<file path="config.mk">
export PLATFORM = sky130hd
export DESIGN_NAME = radix_base_converter_unit
export DESIGN_NICKNAME = d
export VERILOG_FILES = /design/src/hw/rtl/rbc_pkg.sv /design/src/hw/rtl/radix_base_converter_unit.sv /design/src/hw/rtl/rbc_cfg.sv /design/src/hw/rtl/rbc_ctrl.sv /design/src/hw/rtl/rbc_dp.sv
export SDC_FILE = /design/constraint.sdc
export NUM_CORES = 2
export LEC_CHECK = 0
export ABC_AREA = 1
export BUFFER_PORTS_ARGS = -buffer_cell sky130_fd_sc_hd__buf_2
export CAP_MARGIN = 0
export CORE_MARGIN = 2
export CORE_UTILIZATION = 54
export DETAILED_ROUTE_END_ITERATION = 10
export PLACE_DENSITY = 0.67
export SYNTH_ARGS = -nofsm -noshare
export SYNTH_HDL_FRONTEND = slang
export SYNTH_HIERARCHICAL = 1
export SYNTH_SLANG_ARGS = --single-unit
</file>
<file path="constraint.sdc">
create_clock -name clk_i -period 14.86 [get_ports clk_i]
set_input_delay 1.486 -clock clk_i [delete_from_list [all_inputs] [get_ports clk_i]]
set_output_delay 1.486 -clock clk_i [all_outputs]
set_load 0.01 [all_outputs]
</file>
<file path="src/hw/rtl/rbc_pkg.sv">
package rbc_pkg;

  localparam int AccWidth      = 64;
  localparam int BitCntWidth   = $clog2(AccWidth);
  localparam int BaseWidth     = 6;
  localparam int DigitWidth    = 6;
  localparam int CharWidth     = 7;
  localparam int MaxDigitsDef  = 64;
  localparam int CaseFold      = 207 - 175;
  localparam int SourceBaseRst = 10;
  localparam int TargetBaseRst = 10;
  localparam int MinBase       = 2;
  localparam int MaxBase       = 36;

  typedef enum logic [2:0] {
    StIdle,
    StDiv,
    StStore,
    StRead,
    StOut
  } rbc_state_e;

  typedef struct packed {
    logic acc_en;
    logic conv_start;
    logic div_step;
    logic digit_wr;
    logic rd_en;
  } rbc_cmd_t;

  typedef struct packed {
    logic bit_last;
    logic quot_zero;
    logic out_last;
  } rbc_sts_t;

  // fold lower case, then map to digit value; values below '0' wrap
  function automatic logic [AccWidth-1:0] char_value(input logic [7:0] c);
    logic [7:0] f;
    f = c;
    if (c >= 8'h61 && c <= 8'h7a) begin
      f = c - 8'(CaseFold);
    end
    if (f >= 8'h41) begin
      char_value = AccWidth'(f) - AccWidth'(55);
    end else begin
      char_value = AccWidth'(f) - AccWidth'(48);
    end
  endfunction

  // digit value to ASCII '0'-'9' / 'A'-'Z'
  function automatic logic [CharWidth-1:0] digit_char(input logic [DigitWidth-1:0] d);
    logic [DigitWidth-1:0] dc;
    dc = (d > DigitWidth'(35)) ? DigitWidth'(35) : d;
    if (dc < DigitWidth'(10)) begin
      digit_char = CharWidth'(8'h30) + CharWidth'(dc);
    end else begin
      digit_char = CharWidth'(8'h37) + CharWidth'(dc);
    end
  endfunction

endpackage

</file>
<file path="src/hw/rtl/radix_base_converter_unit.sv">
// non-last character: accepted in the idle state, next character the cycle after
// conversion: per output digit, a 64-step bit-serial divider plus a store
// emission: a registered digit-store read, then the digit is offered until taken; MSD first
// no new character is taken while a number is being converted or emitted
// async active-low reset clears total, counters and state; bases reset to 10
module radix_base_converter_unit import rbc_pkg::*; #(
  parameter int MaxDigits = MaxDigitsDef
) (
  input  logic        clk_i,
  input  logic        rst_ni,
  input  logic        s_axis_tvalid,
  output logic        s_axis_tready,
  input  logic [7:0]  s_axis_tdata,   // [7:0] in_char
  input  logic        s_axis_tlast,   // last_char
  output logic        m_axis_tvalid,
  input  logic        m_axis_tready,
  output logic [7:0]  m_axis_tdata,   // [6:0] out_char, [7] zero
  output logic        m_axis_tlast,   // last_digit
  input  logic        psel,
  input  logic        penable,
  input  logic        pwrite,
  input  logic [2:0]  paddr,
  input  logic [31:0] pwdata,
  output logic [31:0] prdata,
  output logic        pready
);

  rbc_cmd_t             cmd;
  rbc_sts_t             sts;
  logic [BaseWidth-1:0] source_base;
  logic [BaseWidth-1:0] target_base;
  logic [CharWidth-1:0] out_char;

  rbc_cfg u_cfg (
    .clk_i,
    .rst_ni,
    .psel,
    .penable,
    .pwrite,
    .paddr,
    .pwdata,
    .prdata,
    .pready,
    .source_base_o (source_base),
    .target_base_o (target_base)
  );

  rbc_ctrl u_ctrl (
    .clk_i,
    .rst_ni,
    .s_valid_i (s_axis_tvalid),
    .s_last_i  (s_axis_tlast),
    .s_ready_o (s_axis_tready),
    .m_valid_o (m_axis_tvalid),
    .m_ready_i (m_axis_tready),
    .sts_i     (sts),
    .cmd_o     (cmd)
  );

  rbc_dp #(
    .MaxDigits (MaxDigits)
  ) u_dp (
    .clk_i,
    .rst_ni,
    .cmd_i         (cmd),
    .sts_o         (sts),
    .in_char_i     (s_axis_tdata),
    .source_base_i (source_base),
    .target_base_i (target_base),
    .out_char_o    (out_char),
    .last_digit_o  (m_axis_tlast)
  );

  assign m_axis_tdata = {1'b0, out_char};

endmodule

</file>
<file path="src/hw/rtl/rbc_cfg.sv">
module rbc_cfg import rbc_pkg::*; (
  input  logic                 clk_i,
  input  logic                 rst_ni,
  input  logic                 psel,
  input  logic                 penable,
  input  logic                 pwrite,
  input  logic [2:0]           paddr,
  input  logic [31:0]          pwdata,
  output logic [31:0]          prdata,
  output logic                 pready,
  output logic [BaseWidth-1:0] source_base_o,
  output logic [BaseWidth-1:0] target_base_o
);

  logic [BaseWidth-1:0] source_base_q, source_base_d;
  logic [BaseWidth-1:0] target_base_q, target_base_d;
  logic                 wr_en;

  assign pready = 1'b1;
  assign wr_en  = psel & penable & pwrite & pready;

  always_comb begin
    source_base_d = source_base_q;
    target_base_d = target_base_q;
    if (wr_en) begin
      if (paddr[2]) begin
        target_base_d = pwdata[BaseWidth-1:0];
      end else begin
        source_base_d = pwdata[BaseWidth-1:0];
      end
    end
  end

  always_ff @(posedge clk_i or negedge rst_ni) begin
    if (!rst_ni) begin
      source_base_q <= BaseWidth'(SourceBaseRst);
      target_base_q <= BaseWidth'(TargetBaseRst);
    end else begin
      source_base_q <= source_base_d;
      target_base_q <= target_base_d;
    end
  end

  assign prdata        = paddr[2] ? 32'(target_base_q) : 32'(source_base_q);
  assign source_base_o = source_base_q;
  assign target_base_o = target_base_q;

endmodule

</file>
<file path="src/hw/rtl/rbc_ctrl.sv">
module rbc_ctrl import rbc_pkg::*; (
  input  logic     clk_i,
  input  logic     rst_ni,
  input  logic     s_valid_i,
  input  logic     s_last_i,
  output logic     s_ready_o,
  output logic     m_valid_o,
  input  logic     m_ready_i,
  input  rbc_sts_t sts_i,
  output rbc_cmd_t cmd_o
);

  rbc_state_e state_q, state_d;

  always_ff @(posedge clk_i or negedge rst_ni) begin
    if (!rst_ni) begin
      state_q <= StIdle;
    end else begin
      state_q <= state_d;
    end
  end

  always_comb begin
    state_d   = state_q;
    cmd_o     = '0;
    s_ready_o = 1'b0;
    m_valid_o = 1'b0;
    case (state_q)
      StIdle: begin
        s_ready_o = 1'b1;
        if (s_valid_i) begin
          cmd_o.acc_en = 1'b1;
          if (s_last_i) begin
            cmd_o.conv_start = 1'b1;
            state_d          = StDiv;
          end
        end
      end
      StDiv: begin
        cmd_o.div_step = 1'b1;
        if (sts_i.bit_last) begin
          state_d = StStore;
        end
      end
      StStore: begin
        cmd_o.digit_wr = 1'b1;
        state_d = sts_i.quot_zero ? StRead : StDiv;
      end
      StRead: begin
        cmd_o.rd_en = 1'b1;
        state_d     = StOut;
      end
      StOut: begin
        m_valid_o = 1'b1;
        if (m_ready_i) begin
          state_d = sts_i.out_last ? StIdle : StRead;
        end
      end
      default: begin
        state_d = StIdle;
      end
    endcase
  end

  // input side and output side never open at once
  a_no_overlap: assert property (@(posedge clk_i) disable iff (!rst_ni)
    !(s_ready_o && m_valid_o))
    else $error("input and output open together");

endmodule

</file>
<file path="src/hw/rtl/rbc_dp.sv">
module rbc_dp import rbc_pkg::*; #(
  parameter int MaxDigits = MaxDigitsDef
) (
  input  logic                 clk_i,
  input  logic                 rst_ni,
  input  rbc_cmd_t             cmd_i,
  output rbc_sts_t             sts_o,
  input  logic [7:0]           in_char_i,
  input  logic [BaseWidth-1:0] source_base_i,
  input  logic [BaseWidth-1:0] target_base_i,
  output logic [CharWidth-1:0] out_char_o,
  output logic                 last_digit_o
);

  localparam int CntWidth  = $clog2(MaxDigits + 1);
  localparam int AddrWidth = $clog2(MaxDigits);

  logic [AccWidth-1:0]    acc_q, acc_d;
  logic [DigitWidth-1:0]  rem_q, rem_d;
  logic [BitCntWidth-1:0] bitcnt_q, bitcnt_d;
  logic [CntWidth-1:0]    cnt_q, cnt_d;
  logic                   last_q, last_d;
  logic [DigitWidth-1:0]  rd_data_q;
  logic [DigitWidth-1:0]  digit_mem [MaxDigits];

  logic [BaseWidth-1:0]   base;
  logic [DigitWidth:0]    trial;
  logic                   qbit;
  logic [AddrWidth-1:0]   rd_addr;
  logic [CntWidth-1:0]    cnt_dec;

  // target base clamped into 2..36
  always_comb begin
    base = target_base_i;
    if (target_base_i < BaseWidth'(MinBase)) begin
      base = BaseWidth'(MinBase);
    end else if (target_base_i > BaseWidth'(MaxBase)) begin
      base = BaseWidth'(MaxBase);
    end
  end

  // one restoring division bit per cycle, dividend shifts out of acc
  assign trial = {rem_q, acc_q[AccWidth-1]};
  assign qbit  = trial >= {1'b0, base};

  assign cnt_dec = cnt_q - CntWidth'(1);
  assign rd_addr = cnt_dec[AddrWidth-1:0];

  always_comb begin
    acc_d    = acc_q;
    rem_d    = rem_q;
    bitcnt_d = bitcnt_q;
    cnt_d    = cnt_q;
    last_d   = last_q;
    if (cmd_i.acc_en) begin
      acc_d = acc_q * {{(AccWidth-BaseWidth){1'b0}}, source_base_i} + char_value(in_char_i);
    end
    if (cmd_i.conv_start) begin
      rem_d    = '0;
      bitcnt_d = '0;
      cnt_d    = '0;
    end
    if (cmd_i.div_step) begin
      acc_d    = {acc_q[AccWidth-2:0], qbit};
      rem_d    = qbit ? DigitWidth'(trial - {1'b0, base}) : trial[DigitWidth-1:0];
      bitcnt_d = bitcnt_q + BitCntWidth'(1);
    end
    if (cmd_i.digit_wr) begin
      rem_d = '0;
      if (cnt_q < CntWidth'(MaxDigits)) begin
        cnt_d = cnt_q + CntWidth'(1);
      end
    end
    if (cmd_i.rd_en) begin
      cnt_d  = cnt_dec;
      last_d = cnt_q == CntWidth'(1);
    end
  end

  always_ff @(posedge clk_i or negedge rst_ni) begin
    if (!rst_ni) begin
      acc_q    <= '0;
      bitcnt_q <= '0;
      cnt_q    <= '0;
      last_q   <= 1'b0;
    end else begin
      acc_q    <= acc_d;
      bitcnt_q <= bitcnt_d;
      cnt_q    <= cnt_d;
      last_q   <= last_d;
    end
  end

  always_ff @(posedge clk_i) begin
    rem_q <= rem_d;
  end

  // digit store, least significant first; read back from the top
  always_ff @(posedge clk_i) begin
    if (cmd_i.digit_wr && cnt_q < CntWidth'(MaxDigits)) begin
      digit_mem[cnt_q[AddrWidth-1:0]] <= rem_q;
    end
    if (cmd_i.rd_en) begin
      rd_data_q <= digit_mem[rd_addr];
    end
  end

  assign sts_o.bit_last  = bitcnt_q == '1;
  assign sts_o.quot_zero = acc_q == '0;
  assign sts_o.out_last  = last_q;

  assign out_char_o   = digit_char(rd_data_q);
  assign last_digit_o = last_q;

  a_rem_below_base: assert property (@(posedge clk_i) disable iff (!rst_ni)
    cmd_i.div_step |-> rem_q < base)
    else $error("partial remainder not below base");

  a_read_nonempty: assert property (@(posedge clk_i) disable iff (!rst_ni)
    cmd_i.rd_en |-> cnt_q != '0)
    else $error("digit read with empty store");

  a_count_step: assert property (@(posedge clk_i) disable iff (!rst_ni)
    (cmd_i.digit_wr && cnt_q < CntWidth'(MaxDigits)) |=> cnt_q == $past(cnt_q) + CntWidth'(1))
    else $error("digit count did not advance");

endmodule

</file>
Word-level counts from Yosys, hierarchy flattened

Memory sizes are Yosys's and may differ from the RTL's. A register that Yosys moved wholly into a read port is not among the register bits.
Cells that the tools add are included.

Input port bits: 51
Register bits: 99
Memory bits (writable): 384
Memories: 1

Memory list:

| memory         | words | bits a word | read ports | clocked after Yosys merged registers in | wr ports | RTL line     | source |
|---|---|---|---|---|---|---|---|
| u_dp.digit_mem | 64    | 6           | 1          | 1                                       | 1        | rbc_dp.sv:24 | `logic [DigitWidth-1:0] digit_mem [MaxDigits];` |

Reduce and logical (&&, ||, !) cells: 9
Muxes and demuxes: 36
Bitwise gates (word level): 3
Order comparisons: 9
$add $sub $neg: 10
Multipliers: 1
Equal/unequal tests: 10

Operators by type and width:

| kind                                                              | count |
|---|---|
| two-way mux 64 bit                                                | 4 |
| adder 64 bit                                                      | 1 |
| logical NOT 64 bit                                                | 1 |
| multiplier 64 x 6 -> 64 bit                                       | 1 |
| two-way mux 6 bit                                                 | 8 |
| two-way mux 7 bit                                                 | 5 |
| subtractor 8 x 6 -> 9 bit, second input constant                  | 2 |
| greater-or-equal comparator 8 x 7 -> 1 bit, second input constant | 2 |
| two-way mux 8 bit                                                 | 2 |
| one-hot mux 3 bit (5 select lines)                                | 1 |
| adder 6 x 6 -> 7 bit, first input constant                        | 2 |
| greater-than comparator 6 bit, second input constant              | 2 |
| two-way mux 3 bit                                                 | 4 |
| less-or-equal comparator 8 x 7 -> 1 bit, second input constant    | 1 |
| two-way mux 1 bit                                                 | 8 |
| two-way mux 2 bit                                                 | 4 |
| inequality test 2 bit, second input constant                      | 4 |
| subtractor 8 x 6 -> 8 bit, second input constant                  | 1 |
| adder 7 x 1 -> 7 bit, second input constant                       | 1 |
| equality test 7 x 1 -> 1 bit, second input constant               | 1 |
| greater-or-equal comparator 7 x 6 -> 1 bit                        | 1 |
| < comparator 7 bit, second input constant                         | 1 |
| subtractor 7 x 1 -> 7 bit, second input constant                  | 1 |
| adder 6 x 1 -> 6 bit, second input constant                       | 1 |
| 14 further kinds                                                  | 19 |

Depth between registers and ports, before layout

Word-level depth: 10
Mapped depth: 31
Depth with buffers taken out: 31

Cells and area by module

Netlist, hierarchy kept.

Modules (own cells, without submodules):

| module                    | area each (um2) | cells each | times used |
|---|---|---|---|
| rbc_dp                    | 34912.2         | 4056       | 1 |
| rbc_cfg                   | 784.5           | 104        | 1 |
| rbc_ctrl                  | 262.8           | 41         | 1 |
| radix_base_converter_unit | 11.3            | 2          | 1 |

Worst setup path before layout

Ideal clock, no wire load.

Path type: input-to-reg
Start point: input s_axis_tdata[0]
End point: register u_dp.acc_q[46]
Data arrival time: 6.495 ns
Data required time: 14.739 ns
Buffers on the path: 0
Path slack: 8.243 ns
Stages on the path: 23
Library setup time: 0.121 ns
Cells stage by stage: inv_1 -> ha_1 -> inv_1 -> nor2_1 -> nand3_1 -> nand3_1 -> nand2_1 -> inv_1 -> ha_1 -> nor2_1 -> fa_1 -> ha_1 -> nand2_1 -> nor2_1 -> inv_1 -> nor3_1 -> nand2_1 -> inv_1 -> nand3_1 -> nand3_1 -> nand2_1 -> nand3_1 -> nand2_1

Cells in the longest elaborated chain, start to end: 10
Elaborated cells between the ends (all ways): 14

Ends and longest elaborated chain:

| what                                                                                                  | RTL line                        | source |
|---|---|---|
| start, declared                                                                                       | radix_base_converter_unit.sv:13 | `input logic [7:0] s_axis_tdata,` |
| greater-or-equal comparator 8 x 7 -> 1 bit or less-or-equal comparator 8 x 7 -> 1 bit (tied branches) | rbc_pkg.sv:41                   | `if (c >= 8'h61 && c <= 8'h7a) begin` |
| logical AND 1 bit                                                                                     | rbc_pkg.sv:41                   |  |
| two-way mux 8 bit (*)                                                                                 | rbc_pkg.sv:41                   |  |
| two-way mux 8 bit (*)                                                                                 | rbc_dp.sv:55                    | `if (cmd_i.acc_en) begin` |
| subtractor 8 x 6 -> 9 bit, or another cell as far along                                               | rbc_pkg.sv:47                   | `char_value = AccWidth'(f) - AccWidth'(48);` |
| two-way mux 64 bit (*)                                                                                | rbc_pkg.sv:44                   | `if (f >= 8'h41) begin` |
| two-way mux 64 bit (*)                                                                                | rbc_dp.sv:55                    |  |
| adder 64 bit (*)                                                                                      | rbc_dp.sv:56                    | `acc_d = acc_q * {{(AccWidth-BaseWidth){1'b0}}, source_base_i} + char_value(in_char_i);` |
| two-way mux 64 bit (*)                                                                                | rbc_dp.sv:55                    |  |
| two-way mux 64 bit (*)                                                                                | rbc_dp.sv:63                    | `if (cmd_i.div_step) begin` |
| end signal, assigned                                                                                  | rbc_dp.sv:82                    | `acc_q <= '0;` |
| end signal, assigned                                                                                  | rbc_dp.sv:87                    | `acc_q <= acc_d;` |
| end, declared                                                                                         | rbc_dp.sv:18                    | `logic [AccWidth-1:0] acc_q, acc_d;` |

Every way passes the cells marked *; elsewhere a longest branch is shown, timed or not. The select of a mux whose other input is x is not followed.
A chain may end at the register's enable or synchronous reset.

Final worst setup path

Start point: register u_cfg.source_base_q[0], in the netlist u_cfg/source_base_o[0]
End point: register u_dp.acc_q[62]

Cells in the longest elaborated chain, start to end: 4

Ends and longest elaborated chain:

| what                        | RTL line      | source |
|---|---|---|
| start, declared             | rbc_cfg.sv:15 | `logic [BaseWidth-1:0] source_base_q, source_base_d;` |
| start signal, assigned      | rbc_cfg.sv:36 | `source_base_q <= BaseWidth'(SourceBaseRst);` |
| start signal, assigned      | rbc_cfg.sv:39 | `source_base_q <= source_base_d;` |
| multiplier 64 x 6 -> 64 bit | rbc_dp.sv:56  |  |
| adder 64 bit                | rbc_dp.sv:56  |  |
| two-way mux 64 bit          | rbc_dp.sv:55  |  |
| two-way mux 64 bit          | rbc_dp.sv:63  |  |

No other way between the ends. The select of a mux whose other input is x is not followed.

==> metrics <==
mean routed wirelength per cell=18.04 um; post-CTS setup buffer count=0; Resized cells post-CTS=0; vias=27,330; drt via density=5.457; largest vdd supply drop=0.0001548 V; Power Density=234.0 nW/um2; total power draw=8.953 mW; count of buffering cells on the critical path with inverters included=5; Overflow after GRT=0; final hold violation count=0; number of iterations in the first detailed-routing pass=7; total global-route track usage=26.93%; kind of cell adding the most delay to the critical path=adder cells; worst clock skew on the final layout=0.04039 ns; number of library cell types mapped by synthesis=50; placed standard-cell area=36,510 um2; Critical Path RT=15.37 ns; Layout Nets=4,545; top flip-flop cell by instance count after synthesis=sky130_fd_sc_hd__edfxtp_1; fin crit share=39.65%; WP data arrival=6.40 ns; relative contribution of the clock network to total power=14.7%; clock-pin slew reported for the worst setup and hold paths after clock tree synthesis=0.07 ns; Clock Latency Late Sink=0.63 ns; setup-violating endpoint count in the final report=0; number of antenna violations at the first check in global routing=0; fin. max-slew vios=0; clock buffer depth=3; Sw Share=51.16%; count of input and output buffers=38; element type at the critical path end=flip-flop; Syn. warnings=6; highest attainable clock frequency=169.7 MHz; Placer Congestion=1.005; post-layout min period=5.891 ns; cell at the root of the clock tree=sky130_fd_sc_hd__clkbuf_16; number of placed instances, taps included=4,917; type of element launching the critical path=flip-flop; Die W=262.1 um; headroom to the max-slew limit=28.97%; post-synthesis average cell area=8.558 um2; row cnt=94; CTS Buf Count=51; post-synthesis to final-layout area growth=6.358%; effective utilization at floorplan=54.61%; Crit-path slowest cell=sky130_fd_sc_hd__dfrtp_2; total wirelength of the detailed-routed design=90.37 mm; height of the die=262.1 um; ANT nets after route=0; sinks on the clock net=489; drc violations=0; pin count of the biggest net entering global routing=91; full die area=68,690 um2; highest fanout seen on the critical path=40; sequential cell fraction of total power=22.6%; placeable core area=65,860 um2; Leak Pwr=17.11 nW; Boundary Pins=95; proportion of synthesized chip area in sequential cells=39.38%; summed instance area of the synthesized netlist=35,970 um2; dominant cell type by count on the critical path=sky130_fd_sc_hd__nand2_1; cell-by-cell listing of the critical path=buf_4 -> nand2_1 -> fa_1 -> fa_1 -> inv_1 -> fa_1 -> inv_1 -> fa_1 -> inv_1 -> ha_1 -> nand2_1 -> nor2_1 -> inv_1 -> nor3_1 -> nand2_1 -> nand3_2 -> nand2_1 -> nand2_1 -> nand2_1 -> nand2_1 -> nand2_1 -> nand3_1 -> nand2_1; maximum single-stage delay on the critical path=0.88 ns; iteration-0 DRC count of the detailed router=2,251; Crit Path Class=flip-flop to flip-flop; status=completed; global-route wire length before repair=144.6 mm; part of the total power dissipated in combinational logic=62.6%; # hold bufs at CTS=0; number of flops mapped to enable cells by yosys=390; share of cells above drive strength 1=4.318%; Antenna Diode Count=0; number of flip-flops and latches in the synthesized netlist=489; ys async rst share=19.02%; Net Sw Power=4.581 mW; half-perimeter wire length after detailed placement=63.61 mm; cell internal power dissipation=4.372 mW; TritonCTS clock tree=built; final cell count without fillers=5,009; Sum Neg Setup Slack=0 ns; vias in the first global route=26,770; RSZ-0062 raised after global routing=false; deepest level of the CTS H-tree=2; class of the most critical hold timing path=flip-flop to flip-flop; fin area=38,260 um2; MaxCap Viol Count=0; actual slew at the worst max-slew pin=1.057 ns; Post-Synthesis Cells=4,203
[stage by stage]
step	setup slack (ns)	utilization, %	hold slack, ns
after floorplan	8.243	-	0.4491
after global placement	8.806	55.44	0.4801
after detailed placement	8.741	55.44	0.4875
after CTS	8.972	58.09	0.4967
after global routing	8.608	58.09	0.5181
final	8.969	58.09	0.4956
[tightest hold or removal path: cells and delay by family (launching register included)]
kind	cells	cell delay, ns
DFF	1	0.38
and+or+nand+nor	2	0.11
[final timing paths]
kind,to,slack (ns),cells past startpoint,from
max,u_dp/acc_q[62],8.97,23,u_cfg/source_base_o[0]
max reg2reg,u_dp/acc_q[62],8.97,23,u_cfg/source_base_o[0]
min in group asynchronous,u_dp/cnt_q[3],0.76,1,rst_ni
min reg2reg,u_cfg/target_base_o[3],0.50,2,u_cfg/target_base_o[3]
max in group asynchronous,u_dp/acc_q[55],12.69,2,rst_ni
min,u_cfg/target_base_o[3],0.50,2,u_cfg/target_base_o[3]
[cells by family (layout without fill, tap and decap cells)]
group / Yosys count / after routing / share of synthesized area, %
AND/OR/NAND/NOR: 1699 / 1699 / 18.98
multiplexers: 1 / 1 / 0.03130
XOR/XNOR: 37 / 37 / 0.9948
buffers and inverters: 959 / 876 / 10.53
AO/OA/AOI/OAI: 627 / 627 / 10.34
adder cells (fa/ha/maj): 388 / 388 / 19.72
other: 3 / 28 / 0.03130
flip-flops: 489 / 489 / 39.38
[power by group through the flow]
stage / Combinational (mW) / Sequential, mW / Clock, mW
after floorplan: 4.18 / 1.88 / 0
after global placement: 5.50 / 2.05 / 0
final: 5.61 / 2.02 / 1.32
after CTS: 5.61 / 2.02 / 1.34
after detailed placement: 5.57 / 2.05 / 0
after global routing: 6.36 / 2.05 / 1.39
[cell usage after synthesis, types with 52 or more instances]
library cell / instances / area share [%]
sky130_fd_sc_hd__nor2_1: 431 / 4.5
sky130_fd_sc_hd__a21oi_1: 96 / 1.3
sky130_fd_sc_hd__o21ai_0: 289 / 4.0
sky130_fd_sc_hd__nand3_1: 146 / 2.0
sky130_fd_sc_hd__dfrtp_1: 89 / 6.2
sky130_fd_sc_hd__a22oi_1: 52 / 1.1
sky130_fd_sc_hd__o211ai_1: 92 / 1.9
sky130_fd_sc_hd__nand2_1: 1015 / 11
sky130_fd_sc_hd__edfxtp_1: 390 / 33
sky130_fd_sc_hd__ha_1: 90 / 3.1
sky130_fd_sc_hd__fa_1: 298 / 17
sky130_fd_sc_hd__inv_1: 714 / 7.5
sky130_fd_sc_hd__clkbuf_1: 119 / 1.2
[cells in the final DEF (no fill, tap or decap), drive strengths merged, types with 6 or more instances in the layout]
cell,Yosys,final
nand2,1017,1017
inv,719,720
nor2,433,433
edfxtp,390,390
fa,298,298
o21ai,292,292
nand3,151,151
a21oi,96,96
o211ai,92,92
ha,90,90
dfrtp,89,89
buf,121,65
clkbuf,119,63
a22oi,52,52
o22ai,45,45
nand4,35,35
nor3,31,31
conb,3,28
o221ai,26,26
xnor2,24,24
nor4,20,20
clkinv,0,18
o21bai,14,14
xor2,13,13
bufinv,0,8
nand3b,7,7
dfxtp,6,6
[flip-flops by register name, indices dropped and copies added (netlist names), 3 cells and up]
signal,cells
u_dp/digit_mem,384
u_cfg/source_base_o,6
u_dp/rem_q,6
u_dp/acc_q,64
u_dp/bitcnt_q,6
u_dp/rd_data_q,6
u_dp/cnt_q,7
u_ctrl/state_q,3
u_cfg/target_base_o,6
[area by class of cell]
class                   instances  area (um2)
well taps                     864        1081
clock inverters                29       424.2
flip-flops and latches        489       14180
repair buffers                 65       395.4
fillers                      5888       27610
inverters                     719        2701
multi-input cells            2780       18150
clock buffers                  63        1321
[metal layers]
| metal | share of wire [%] | up-vias | wire (um) | track usage (%) |
|---|---|---|---|---|
| li1 | - | 13210 | - | - |
| met1 | 41 | 13240 | 37330 | 34.82 |
| met2 | 50 | 750 | 45600 | 47.70 |
| met3 | 5.0 | 137 | 4482 | 2.595 |
| met4 | 3.3 | 0 | 2964 | 8.836 |
| met5 | 0 | - | 0 | 0 |
(Power assumes the default switching activity.)
